===== src/sv/tsq_pkg.sv =====
package tsq_pkg;

   localparam int REQ_W   = 3;
   localparam int ID_W    = 16;
   localparam int DWELL_W = 16;
   localparam int KIND_W  = 2;
   localparam int ENTRY_W = ID_W + DWELL_W;

   // request codes
   localparam logic [REQ_W-1:0] REQ_ENQUEUE    = 3'd0;
   localparam logic [REQ_W-1:0] REQ_DEQUEUE    = 3'd1;
   localparam logic [REQ_W-1:0] REQ_REMOVE_ALL = 3'd2;
   localparam logic [REQ_W-1:0] REQ_KEEP_HEAD  = 3'd3;
   localparam logic [REQ_W-1:0] REQ_TICK       = 3'd4;

   // event kinds
   localparam logic [KIND_W-1:0] EV_NONE    = 2'd0;
   localparam logic [KIND_W-1:0] EV_ENTERED = 2'd1;
   localparam logic [KIND_W-1:0] EV_EXITED  = 2'd2;

   typedef struct packed {
      logic load;         // capture the request beat
      logic exec;         // apply the request to the queue
      logic emit_second;  // present the entered event of an expiring tick
   } ctl_cmd_type;

   typedef struct packed {
      logic has_second;   // request produces a second result beat
   } dp_status_type;

endpackage


===== src/sv/timed_state_queue.sv =====
// Timed state queue: a FIFO of up to QUEUE_DEPTH (state id, dwell) entries
// with an elapsed-tick counter for the head. Raise start with a request beat
// while busy is low; the beat is taken at that edge and busy stays high until
// the request is done. Each request yields one result beat, or two for a tick
// that expires the head while another entry remains (exited, then entered).
// Result beats appear on consecutive cycles, each marked by rsp_strobe for
// exactly one cycle, with rsp_last set on the final one; there is no way to
// stall them, so sample every strobe. A request occupies the block for four
// clock cycles, five when it gives two results, and start may be raised again
// on the cycle after the last result. That figure is set by the entry store:
// the head is read through a registered read port, so after each update the
// new head needs one cycle to reach the read register before results go out.
// Reset clears pointers, occupancy and counter in one cycle; the entry store
// itself is never cleared, since only written entries are read.
module timed_state_queue import tsq_pkg::*; #(
   parameter int QUEUE_DEPTH = 16
) (
   input  logic                             clock,
   input  logic                             reset,
   input  logic                             start,
   output logic                             busy,
   input  logic [REQ_W-1:0]                 req_type,
   input  logic [ID_W-1:0]                  req_state_id,
   input  logic [DWELL_W-1:0]               req_dwell_ticks,
   output logic                             rsp_strobe,
   output logic [KIND_W-1:0]                rsp_event_kind,
   output logic [ID_W-1:0]                  rsp_event_state,
   output logic [ID_W-1:0]                  rsp_head_state,
   output logic [$clog2(QUEUE_DEPTH+1)-1:0] rsp_entry_count,
   output logic                             rsp_error,
   output logic                             rsp_last
);

   ctl_cmd_type   cmd;
   dp_status_type status;

   // sequence capture, update, head fetch and result beats
   tsq_ctrl u_ctrl (
      .clock      (clock),
      .reset      (reset),
      .start      (start),
      .busy       (busy),
      .rsp_strobe (rsp_strobe),
      .cmd        (cmd),
      .status     (status)
   );

   // hold the entry store, pointers, counter and event payload
   tsq_datapath #(
      .QUEUE_DEPTH (QUEUE_DEPTH)
   ) u_datapath (
      .clock           (clock),
      .reset           (reset),
      .cmd             (cmd),
      .status          (status),
      .req_type        (req_type),
      .req_state_id    (req_state_id),
      .req_dwell_ticks (req_dwell_ticks),
      .rsp_event_kind  (rsp_event_kind),
      .rsp_event_state (rsp_event_state),
      .rsp_head_state  (rsp_head_state),
      .rsp_entry_count (rsp_entry_count),
      .rsp_error       (rsp_error),
      .rsp_last        (rsp_last)
   );

`ifndef SYNTHESIS
   // a first beat that is not last is followed at once by the closing beat
   a_pair_back_to_back: assert property (@(posedge clock) disable iff (reset)
      rsp_strobe && !rsp_last |=> rsp_strobe && rsp_last)
      else $error("second result beat missing after non-final beat");

   // results only go out while a request is in flight
   a_strobe_while_busy: assert property (@(posedge clock) disable iff (reset)
      rsp_strobe |-> busy)
      else $error("result beat while idle");

   // the closing beat releases the block
   a_last_releases: assert property (@(posedge clock) disable iff (reset)
      rsp_strobe && rsp_last |=> !busy)
      else $error("block still busy after final result beat");

   // occupancy never exceeds the queue depth
   a_count_bound: assert property (@(posedge clock) disable iff (reset)
      rsp_strobe |-> rsp_entry_count <= QUEUE_DEPTH)
      else $error("entry count beyond queue depth");
`endif

endmodule


===== src/sv/tsq_ctrl.sv =====
module tsq_ctrl import tsq_pkg::*; (
   input  logic          clock,
   input  logic          reset,
   input  logic          start,
   output logic          busy,
   output logic          rsp_strobe,
   output ctl_cmd_type   cmd,
   input  dp_status_type status
);

   localparam logic [2:0] ST_IDLE  = 3'd0;
   localparam logic [2:0] ST_EXEC  = 3'd1;
   localparam logic [2:0] ST_WAIT  = 3'd2;
   localparam logic [2:0] ST_EMIT1 = 3'd3;
   localparam logic [2:0] ST_EMIT2 = 3'd4;

   logic [2:0] state_ff;
   logic [2:0] state_in;

   always_comb begin
      state_in = state_ff;
      case (state_ff)
         ST_IDLE: begin
            if (start) state_in = ST_EXEC;
         end
         ST_EXEC:  state_in = ST_WAIT;
         ST_WAIT:  state_in = ST_EMIT1;
         ST_EMIT1: begin
            state_in = status.has_second ? ST_EMIT2 : ST_IDLE;
         end
         ST_EMIT2: state_in = ST_IDLE;
         default:  state_in = ST_IDLE;
      endcase
   end

   always_ff @(posedge clock) begin
      if (reset) begin
         state_ff <= ST_IDLE;
      end else begin
         state_ff <= state_in;
      end
   end

   assign busy            = (state_ff != ST_IDLE);
   assign rsp_strobe      = (state_ff == ST_EMIT1) || (state_ff == ST_EMIT2);
   assign cmd.load        = start && (state_ff == ST_IDLE);
   assign cmd.exec        = (state_ff == ST_EXEC);
   assign cmd.emit_second = (state_ff == ST_EMIT2);

endmodule


===== src/sv/tsq_datapath.sv =====
module tsq_datapath import tsq_pkg::*; #(
   parameter int QUEUE_DEPTH = 16
) (
   input  logic                             clock,
   input  logic                             reset,
   input  ctl_cmd_type                      cmd,
   output dp_status_type                    status,
   input  logic [REQ_W-1:0]                 req_type,
   input  logic [ID_W-1:0]                  req_state_id,
   input  logic [DWELL_W-1:0]               req_dwell_ticks,
   output logic [KIND_W-1:0]                rsp_event_kind,
   output logic [ID_W-1:0]                  rsp_event_state,
   output logic [ID_W-1:0]                  rsp_head_state,
   output logic [$clog2(QUEUE_DEPTH+1)-1:0] rsp_entry_count,
   output logic                             rsp_error,
   output logic                             rsp_last
);

   localparam int PTR_W = $clog2(QUEUE_DEPTH);
   localparam int CNT_W = $clog2(QUEUE_DEPTH + 1);
   localparam logic [CNT_W-1:0] FULL_CNT  = CNT_W'(QUEUE_DEPTH);
   localparam logic [CNT_W:0]   DEPTH_EXT = (CNT_W+1)'(QUEUE_DEPTH);
   localparam logic [PTR_W-1:0] LAST_PTR  = PTR_W'(QUEUE_DEPTH - 1);

   logic [ENTRY_W-1:0] mem [QUEUE_DEPTH];
   logic [ENTRY_W-1:0] rdata_ff;

   logic [REQ_W-1:0]   req_ff;
   logic [ID_W-1:0]    sid_ff;
   logic [DWELL_W-1:0] dwell_ff;

   logic [PTR_W-1:0]   rd_ptr_ff,  rd_ptr_in;
   logic [CNT_W-1:0]   occ_ff,     occ_in;
   logic [DWELL_W-1:0] elapsed_ff, elapsed_in;
   logic [KIND_W-1:0]  ev_kind_ff, ev_kind_in;
   logic [ID_W-1:0]    ev_state_ff, ev_state_in;
   logic               err_ff,     err_in;
   logic               second_ff,  second_in;
   logic               mem_we;

   logic [ID_W-1:0]    head_id;
   logic [DWELL_W-1:0] head_dwell;
   logic [CNT_W:0]     tail_sum;
   logic [CNT_W:0]     tail_wrap;
   logic [PTR_W-1:0]   tail_ptr;
   logic [PTR_W-1:0]   next_ptr;
   logic [DWELL_W-1:0] elapsed_sat;
   logic               empty;

   assign head_id    = rdata_ff[ENTRY_W-1:DWELL_W];
   assign head_dwell = rdata_ff[DWELL_W-1:0];
   assign empty      = (occ_ff == '0);

   assign tail_sum  = (CNT_W+1)'(rd_ptr_ff) + (CNT_W+1)'(occ_ff);
   assign tail_wrap = (tail_sum >= DEPTH_EXT) ? (tail_sum - DEPTH_EXT) : tail_sum;
   assign tail_ptr  = tail_wrap[PTR_W-1:0];
   assign next_ptr  = (rd_ptr_ff == LAST_PTR) ? '0 : rd_ptr_ff + 1'b1;

   assign elapsed_sat = (elapsed_ff == '1) ? elapsed_ff : elapsed_ff + 1'b1;

   always_comb begin
      rd_ptr_in   = rd_ptr_ff;
      occ_in      = occ_ff;
      elapsed_in  = elapsed_ff;
      ev_kind_in  = EV_NONE;
      ev_state_in = '0;
      err_in      = 1'b0;
      second_in   = 1'b0;
      mem_we      = 1'b0;
      case (req_ff)
         REQ_ENQUEUE: begin
            if (occ_ff == FULL_CNT) begin
               err_in = 1'b1;
            end else begin
               mem_we = 1'b1;
               occ_in = occ_ff + 1'b1;
               if (empty) begin
                  ev_kind_in  = EV_ENTERED;
                  ev_state_in = sid_ff;
               end
            end
         end
         REQ_DEQUEUE: begin
            if (empty) begin
               err_in = 1'b1;
            end else begin
               ev_kind_in  = EV_EXITED;
               ev_state_in = head_id;
               rd_ptr_in   = next_ptr;
               occ_in      = occ_ff - 1'b1;
               elapsed_in  = '0;
            end
         end
         REQ_REMOVE_ALL: begin
            if (empty) begin
               err_in = 1'b1;
            end else begin
               ev_kind_in  = EV_EXITED;
               ev_state_in = head_id;
               occ_in      = '0;
               elapsed_in  = '0;
            end
         end
         REQ_KEEP_HEAD: begin
            if (empty) begin
               err_in = 1'b1;
            end else begin
               occ_in = CNT_W'(1);
            end
         end
         REQ_TICK: begin
            if (empty) begin
               err_in = 1'b1;
            end else if (head_dwell != '0 && head_dwell == elapsed_sat) begin
               ev_kind_in  = EV_EXITED;
               ev_state_in = head_id;
               rd_ptr_in   = next_ptr;
               occ_in      = occ_ff - 1'b1;
               elapsed_in  = '0;
               second_in   = (occ_ff > CNT_W'(1));
            end else begin
               elapsed_in = elapsed_sat;
            end
         end
         default: begin
            err_in = 1'b0;
         end
      endcase
   end

   // entry store: tail write, head read, read data registered every cycle
   always_ff @(posedge clock) begin
      if (cmd.exec && mem_we) begin
         mem[tail_ptr] <= {sid_ff, dwell_ff};
      end
      rdata_ff <= mem[rd_ptr_ff];
   end

   // request beat and event payload
   always_ff @(posedge clock) begin
      if (cmd.load) begin
         req_ff   <= req_type;
         sid_ff   <= req_state_id;
         dwell_ff <= req_dwell_ticks;
      end
      if (cmd.exec) begin
         ev_kind_ff  <= ev_kind_in;
         ev_state_ff <= ev_state_in;
         err_ff      <= err_in;
      end
   end

   always_ff @(posedge clock) begin
      if (reset) begin
         rd_ptr_ff  <= '0;
         occ_ff     <= '0;
         elapsed_ff <= '0;
         second_ff  <= 1'b0;
      end else if (cmd.exec) begin
         rd_ptr_ff  <= rd_ptr_in;
         occ_ff     <= occ_in;
         elapsed_ff <= elapsed_in;
         second_ff  <= second_in;
      end
   end

   assign status.has_second = second_ff;

   assign rsp_event_kind  = cmd.emit_second ? EV_ENTERED : ev_kind_ff;
   assign rsp_event_state = cmd.emit_second ? head_id : ev_state_ff;
   assign rsp_head_state  = empty ? '0 : head_id;
   assign rsp_entry_count = occ_ff;
   assign rsp_error       = err_ff;
   assign rsp_last        = cmd.emit_second || !second_ff;

endmodule

===== config.mk =====
export PLATFORM = sky130hd
export DESIGN_NAME = timed_state_queue
export DESIGN_NICKNAME = d
export VERILOG_FILES = /design/src/sv/tsq_pkg.sv /design/src/sv/timed_state_queue.sv /design/src/sv/tsq_ctrl.sv /design/src/sv/tsq_datapath.sv
export SDC_FILE = /design/constraint.sdc
export NUM_CORES = 1
export LEC_CHECK = 0
export BUFFER_PORTS_ARGS = -buffer_cell sky130_fd_sc_hd__buf_4
export CELL_PAD_IN_SITES_DETAIL_PLACEMENT = 2
export CELL_PAD_IN_SITES_GLOBAL_PLACEMENT = 2
export CORE_UTILIZATION = 49
export DETAILED_ROUTE_END_ITERATION = 8
export PLACE_DENSITY = 0.81
export SETUP_SLACK_MARGIN = 0.1
export SLEW_MARGIN = 20
export SYNTH_ARGS = -nofsm -noshare
export SYNTH_HDL_FRONTEND = slang
export SYNTH_HIERARCHICAL = 1
export SYNTH_SLANG_ARGS = --single-unit

===== constraint.sdc =====
create_clock -name clock -period 4.7 [get_ports clock]
set_clock_uncertainty 0.05 [all_clocks]
set_input_delay 0.94 -clock clock [delete_from_list [all_inputs] [get_ports clock]]
set_output_delay 0.94 -clock clock [all_outputs]
set_load 0.01 [all_outputs]

==> Word level (Yosys, flattened, before mapping) <==
Memory sizes are Yosys's and may differ from the RTL's. A register that Yosys moved wholly into a read port is not among the register bits.
Index checks and enable logic that the tools add are counted.
{ "classes": {"addsub": 6, "order_cmp": 2, "eq_ne": 20, "n_mux": 45, "reduce_logical": 19} }
{ "ops": {"columns": ["operator", "count"], "rows": [
  ["$mux W16", 10],
  ["$pmux W16 S3", 1],
  ["$pmux W16 S2", 1],
  ["$mux W5", 6],
  ["$pmux W5 S5", 1],
  ["$mux W4", 5],
  ["$add A16 B1 Y16 const B", 1],
  ["$eq A16 B16 Y1", 1],
  ["$eq A16 B16 Y1 const B", 1],
  ["$reduce_bool A16 Y1", 1],
  ["$ne A2 B2 Y1 const B", 7],
  ["$eq A3 B2 Y1 const B", 4],
  ["$pmux W3 S4", 1],
  ["$mux W1", 10],
  ["$mux W2", 5],
  ["$pmux W4 S2", 1],
  ["$reduce_and A8 Y1", 1],
  ["$add A4 B5 Y6", 1],
  ["$eq A3 B1 Y1 const B", 2],
  ["$eq A3 B3 Y1 const B", 2],
  ["$ge A6 B5 Y1 const B", 1],
  ["$logic_not A3 Y1", 2],
  ["$mux W3", 2],
  ["$pmux W2 S3", 1],
  ["20 further kinds", 24]
]} }
{ "totals": {"ff_bits": 83, "ram_bits": 512, "input_bits": 38, "out_inout_bits": 43, "wordCells": 104, "mem_count": 1} }
{ "memory_table": {"columns": ["name", "depth", "word_bits", "read_ports", "rd_clocked_by_memory_dff", "write_ports", "line", "rtl"], "rows": [
  ["u_datapath.mem", 16, 32, 1, 1, 1, "tsq_datapath.sv:25", "logic [ENTRY_W-1:0] mem [QUEUE_DEPTH];"]
]} }

==> Logic depth before layout (Yosys ltp) <==
{ "logic_depth": {"ltp_word": 7, "ltp_mapped": 14, "depth_no_buf": 10} }

==> By module <==
The synthesis kept the hierarchy.
{ "modules_own_cells": {"columns": ["module", "instances", "cells_each", "area_each_um2"], "rows": [
  ["tsq_datapath", 1, 1207, 24551.0],
  ["tsq_ctrl", 1, 16, 147.6]
]} }

==> Least setup slack after synthesis <==
OpenSTA, ideal clock, no wires.
{ "synth_timing": {"path_type": "register to register", "startpoint": "reg u_ctrl.state_ff[0]", "endpoint": "mem u_datapath/mem[4][0] (netlist name), enable pin", "setup_time_ns": 0.421, "arrival_time_ns": 3.646, "slack_ns": 0.583, "stages_incl_launch_ff": 6, "n_path_buf": 0, "synth_period_minus_slack_ns": 4.117, "cell_sequence": "dfxtp_1 nand2b_1 nor2_1 o211ai_1 or3_1 nor2_1"} }
{ "synth_rtl": {"columns": ["element", "line", "rtl"], "rows": [
  ["start: declaration", "tsq_ctrl.sv:17", "logic [2:0] state_ff;"],
  ["start signal: assignment", "tsq_ctrl.sv:40", "state_ff <= state_in;"],
  ["end: declaration", "tsq_datapath.sv:25", null]
]} }

==> Worst setup path after layout <==
{ "layout_timing": {"startpoint": "reg u_datapath.elapsed_ff[1]", "endpoint": "reg u_datapath.elapsed_ff[0]"} }
{ "layout_between": {"elab_chain_len": 7} }
{ "layout_lines": {"columns": ["element", "line", "rtl"], "rows": [
  ["start: declaration", "tsq_datapath.sv:34", "logic [DWELL_W-1:0] elapsed_ff, elapsed_in;"],
  ["start signal: assignment", "tsq_datapath.sv:162", "elapsed_ff <= elapsed_in;"],
  ["$add A16 B1 Y16 or $eq A16 B16 Y1 (tied branches)", "tsq_datapath.sv:59", "assign elapsed_sat = (elapsed_ff == '1) ? elapsed_ff : elapsed_ff + 1'b1;"],
  ["$mux W16 (*)", "tsq_datapath.sv:59", null],
  ["$eq A16 B16 Y1", "tsq_datapath.sv:114", "end else if (head_dwell != '0 && head_dwell == elapsed_sat) begin"],
  ["$logic_and A1 B1 Y1", "tsq_datapath.sv:114", null],
  ["$mux W16 (*)", "tsq_datapath.sv:114", null],
  ["$mux W16 (*)", "tsq_datapath.sv:112", "if (empty) begin"],
  ["$pmux W16 S2 (*)", "tsq_datapath.sv:70", "case (req_ff)"]
]} }
Every way passes the cells marked *; elsewhere a longest branch is shown, timed or not. The select of a mux whose other input is x is not followed.
A chain may end at the register's enable or synchronous reset.

==> flow_metrics.tcl <==
set metrics [dict create \
    ir_drop_mv 0.336 \
    p_int_mw 9.26 \
    clock_latency_ps 600 \
    leakagePower_nw 9.01 \
    crit-reg2reg-launch "u_datapath/elapsed_ff[1]" \
    gp_congestion 0.794 \
    hold_path_startpoint "u_datapath/status" \
    mostFrequentLayoutCell "edfxtp_1" \
    fin_crit_sh 0.916 \
    powerDensity_nw_per_um2 414 \
    period_minus_slack_ps 4300 \
    slew_headroom 0.259 \
    p_comb_frac 0.020 \
    start_util 0.500 \
    yosysSeqAreaShare 0.738 \
    pin_count 81 \
    rows 81 \
    port_buffers 80 \
    dpl.cell_count 1939 \
    grt_pass1_vias 14438 \
    seqPwrFrac 0.534 \
    postCtsSetupBuffers 0 \
    hold_path_end "u_ctrl/state_ff[2]" \
    clockPowerShare 0.446 \
    setup_viol 0 \
    r2r_end "u_datapath/elapsed_ff[0]" \
    die_w_um 227 \
    startpoint_type "register" \
    hold_buffers 0 \
    final_cells 2063 \
    avgSynthCellArea_um2 20.2 \
    p_switching_mw 2.54 \
    vias 13268 \
    totalNegativeSetupSlack_ps 0 \
    hp-class "register to register" \
    drive_gt1_frac 0.312 \
    ant_nets 0 \
    yosysWarnings 6 \
    dp_hpwl_um 43200 \
    netlist_instances 1223 \
    cap_violations 0 \
    syn_area_um2 24700 \
    ys_ff_latch 627 \
    status "finished, final reports clean" \
    hold_depth 2 \
    clock-sinks 627 \
    layout_common_cells "566 x edfxtp_1, 160 x mux4_2, 109 x buf_4" \
    die_y_um 227 \
    timing.final.ws_setup_ps 395 \
    whs_ps 449 \
    nFillCells 4046 \
    clock.fmax_ghz 0.232 \
    r2r_slack_ps 400 \
    switching_share 0.215 \
    area_growth_pct 15.4 \
    postCtsResizedCells 0 \
    numCtsBuffers 67 \
    path_clk_slew_ps 60 \
    tritoncts "built" \
    arrival_ps 4780 \
    cp-end-kind "register" \
    critPathRequiredTime_ps 5170 \
    p_total_mw 11.8 \
    grt_max_degree 56 \
    finalInstanceArea_um2 28500 \
    nets 1395 \
    grt_overflow 0 \
    worst_slew_pin_slew_ps 1110 \
    synth_async_sr_flop_share 0 \
    post-place-ws_ps 497 \
    grt_use_total 0.300 \
    utilization 0.578 \
    synthDistinctLibCells 80 \
    drc 0 \
    hold_viol_final 0 \
    die-area_um2 51300 \
    finalMaxSlewViolations 0 \
    clock_path_buffers 3 \
    rsz0062_at_grt "no" \
    firstDrtPassIters 5 \
    placed_area_um2 26300 \
    vias_per_cell 6.43 \
    coreArea_um2 49400 \
    wl_um 73400 \
    synthesis.nets 1270 \
    synth_edf_count 566 \
    crit_type "register to register" \
    wire_per_inst_um 35.6 \
    r2r_cells 10 \
    num_antenna_cells 0 \
    drt_iter0_markers 1282 \
    root_buffer "clkbuf_16" \
    synthFlopType "edfxtp_1" \
    grt_first_pass_wirelength_um 106000 \
    antenna_found_initial 0 \
    critPathMaxFanout 22 \
    cts_max_level 3 \
]
## per-layer routing
layer / routed length [µm] / share of wire / GRT usage / up-vias
li1: - / - / - / 5323
met1: 29300 / 0.40 / 0.402 / 7217
met2: 37900 / 0.52 / 0.509 / 589
met3: 4170 / 0.057 / 0.0421 / 139
met4: 1990 / 0.027 / 0.0935 / 0
met5: 0 / 0 / 0 / -
## worst max-delay path by stage
| stage | startpoint | to | slack [ps] | cells past startpoint |
|---|---|---|---|---|
| 2_1_floorplan | u_ctrl/state_ff[0] | u_datapath/mem[4][0] | 580 | 5 |
| 3_3_place_gp | u_datapath/elapsed_ff[0] | u_datapath/ev_state_ff[0] | 920 | 10 |
| 3_5_place_dp | u_datapath/elapsed_ff[1] | u_datapath/ev_state_ff[8] | 500 | 10 |
| 4_1_cts | u_datapath/elapsed_ff[1] | u_datapath/ev_state_ff[0] | 320 | 10 |
| 5_1_grt | u_datapath/elapsed_ff[1] | u_datapath/elapsed_ff[0] | 220 | 10 |
| 6_report | u_datapath/elapsed_ff[1] | u_datapath/elapsed_ff[0] | 400 | 10 |
## registers in the layout, indices dropped and copies added (netlist names)
register,flops
u_datapath/elapsed_ff,16
u_datapath/mem,512
u_datapath/ev_kind_ff,2
u_datapath/rsp_error,1
u_datapath/rdata_ff,32
u_datapath/dwell_ff,16
u_datapath/status,1
u_ctrl/state_ff,3
u_datapath/req_ff,3
u_datapath/ev_state_ff,16
u_datapath/rsp_entry_count,5
u_datapath/sid_ff,16
u_datapath/rd_ptr_ff,4
## power groups by stage
stage / Combinational, mW / Clock, mW / Sequential [mW]
after floorplan: 0.122 / 0 / 6.34
after global placement: 0.214 / 0 / 6.38
after detailed placement: 0.231 / 0 / 6.42
after CTS: 0.238 / 5.34 / 6.30
after global routing: 0.250 / 5.50 / 6.31
final: 0.236 / 5.26 / 6.30
## kinds of logic after synthesis
family / after synthesis / synth area share
compound gates: 109 / 0.0345
fa+ha+maj: 9 / 0.00486
xor+xnor: 27 / 0.00957
mux: 180 / 0.155
buf+inv: 76 / 0.0141
flops: 627 / 0.738
simple gates: 195 / 0.0445
## worst max-delay path, stage by stage (launching register included)
cell and delay, ps:
dfxtp_1 480, ha_1 370, nand3_1 520, or4_1 860, nand2_1 140, a21oi_1 50, o32a_2 250, and3_4 210
nor3_4 740, a21o_1 330, a22o_1 220
## synthesized netlist by cell type, drive strengths merged (16+ instances only)
| cell type | count | area [µm²] |
|---|---|---|
| nand2 | 31 | 116 |
| nand3 | 19 | 95.1 |
| clkbuf | 31 | 118 |
| mux4 | 160 | 3600 |
| edfxtp | 566 | 17000 |
| xnor2 | 18 | 158 |
| nor2 | 53 | 201 |
| a22o | 20 | 175 |
| a21oi | 26 | 134 |
| and2 | 21 | 134 |
| mux2 | 16 | 180 |
| buf | 30 | 170 |
| dfxtp | 61 | 1220 |
## area by class of cell
class                      instances  area [µm²]  share of cell area
clock buffer                      95        1940              0.0679
clock inverter                    25         204             0.00715
inverter                          14        52.6             0.00184
multi-input combinational        520        6260               0.220
sequential                       627       18200               0.639
tap                              664         831              0.0291
timing repair buffer             118         990              0.0347
(Power assumes the default switching activity.)
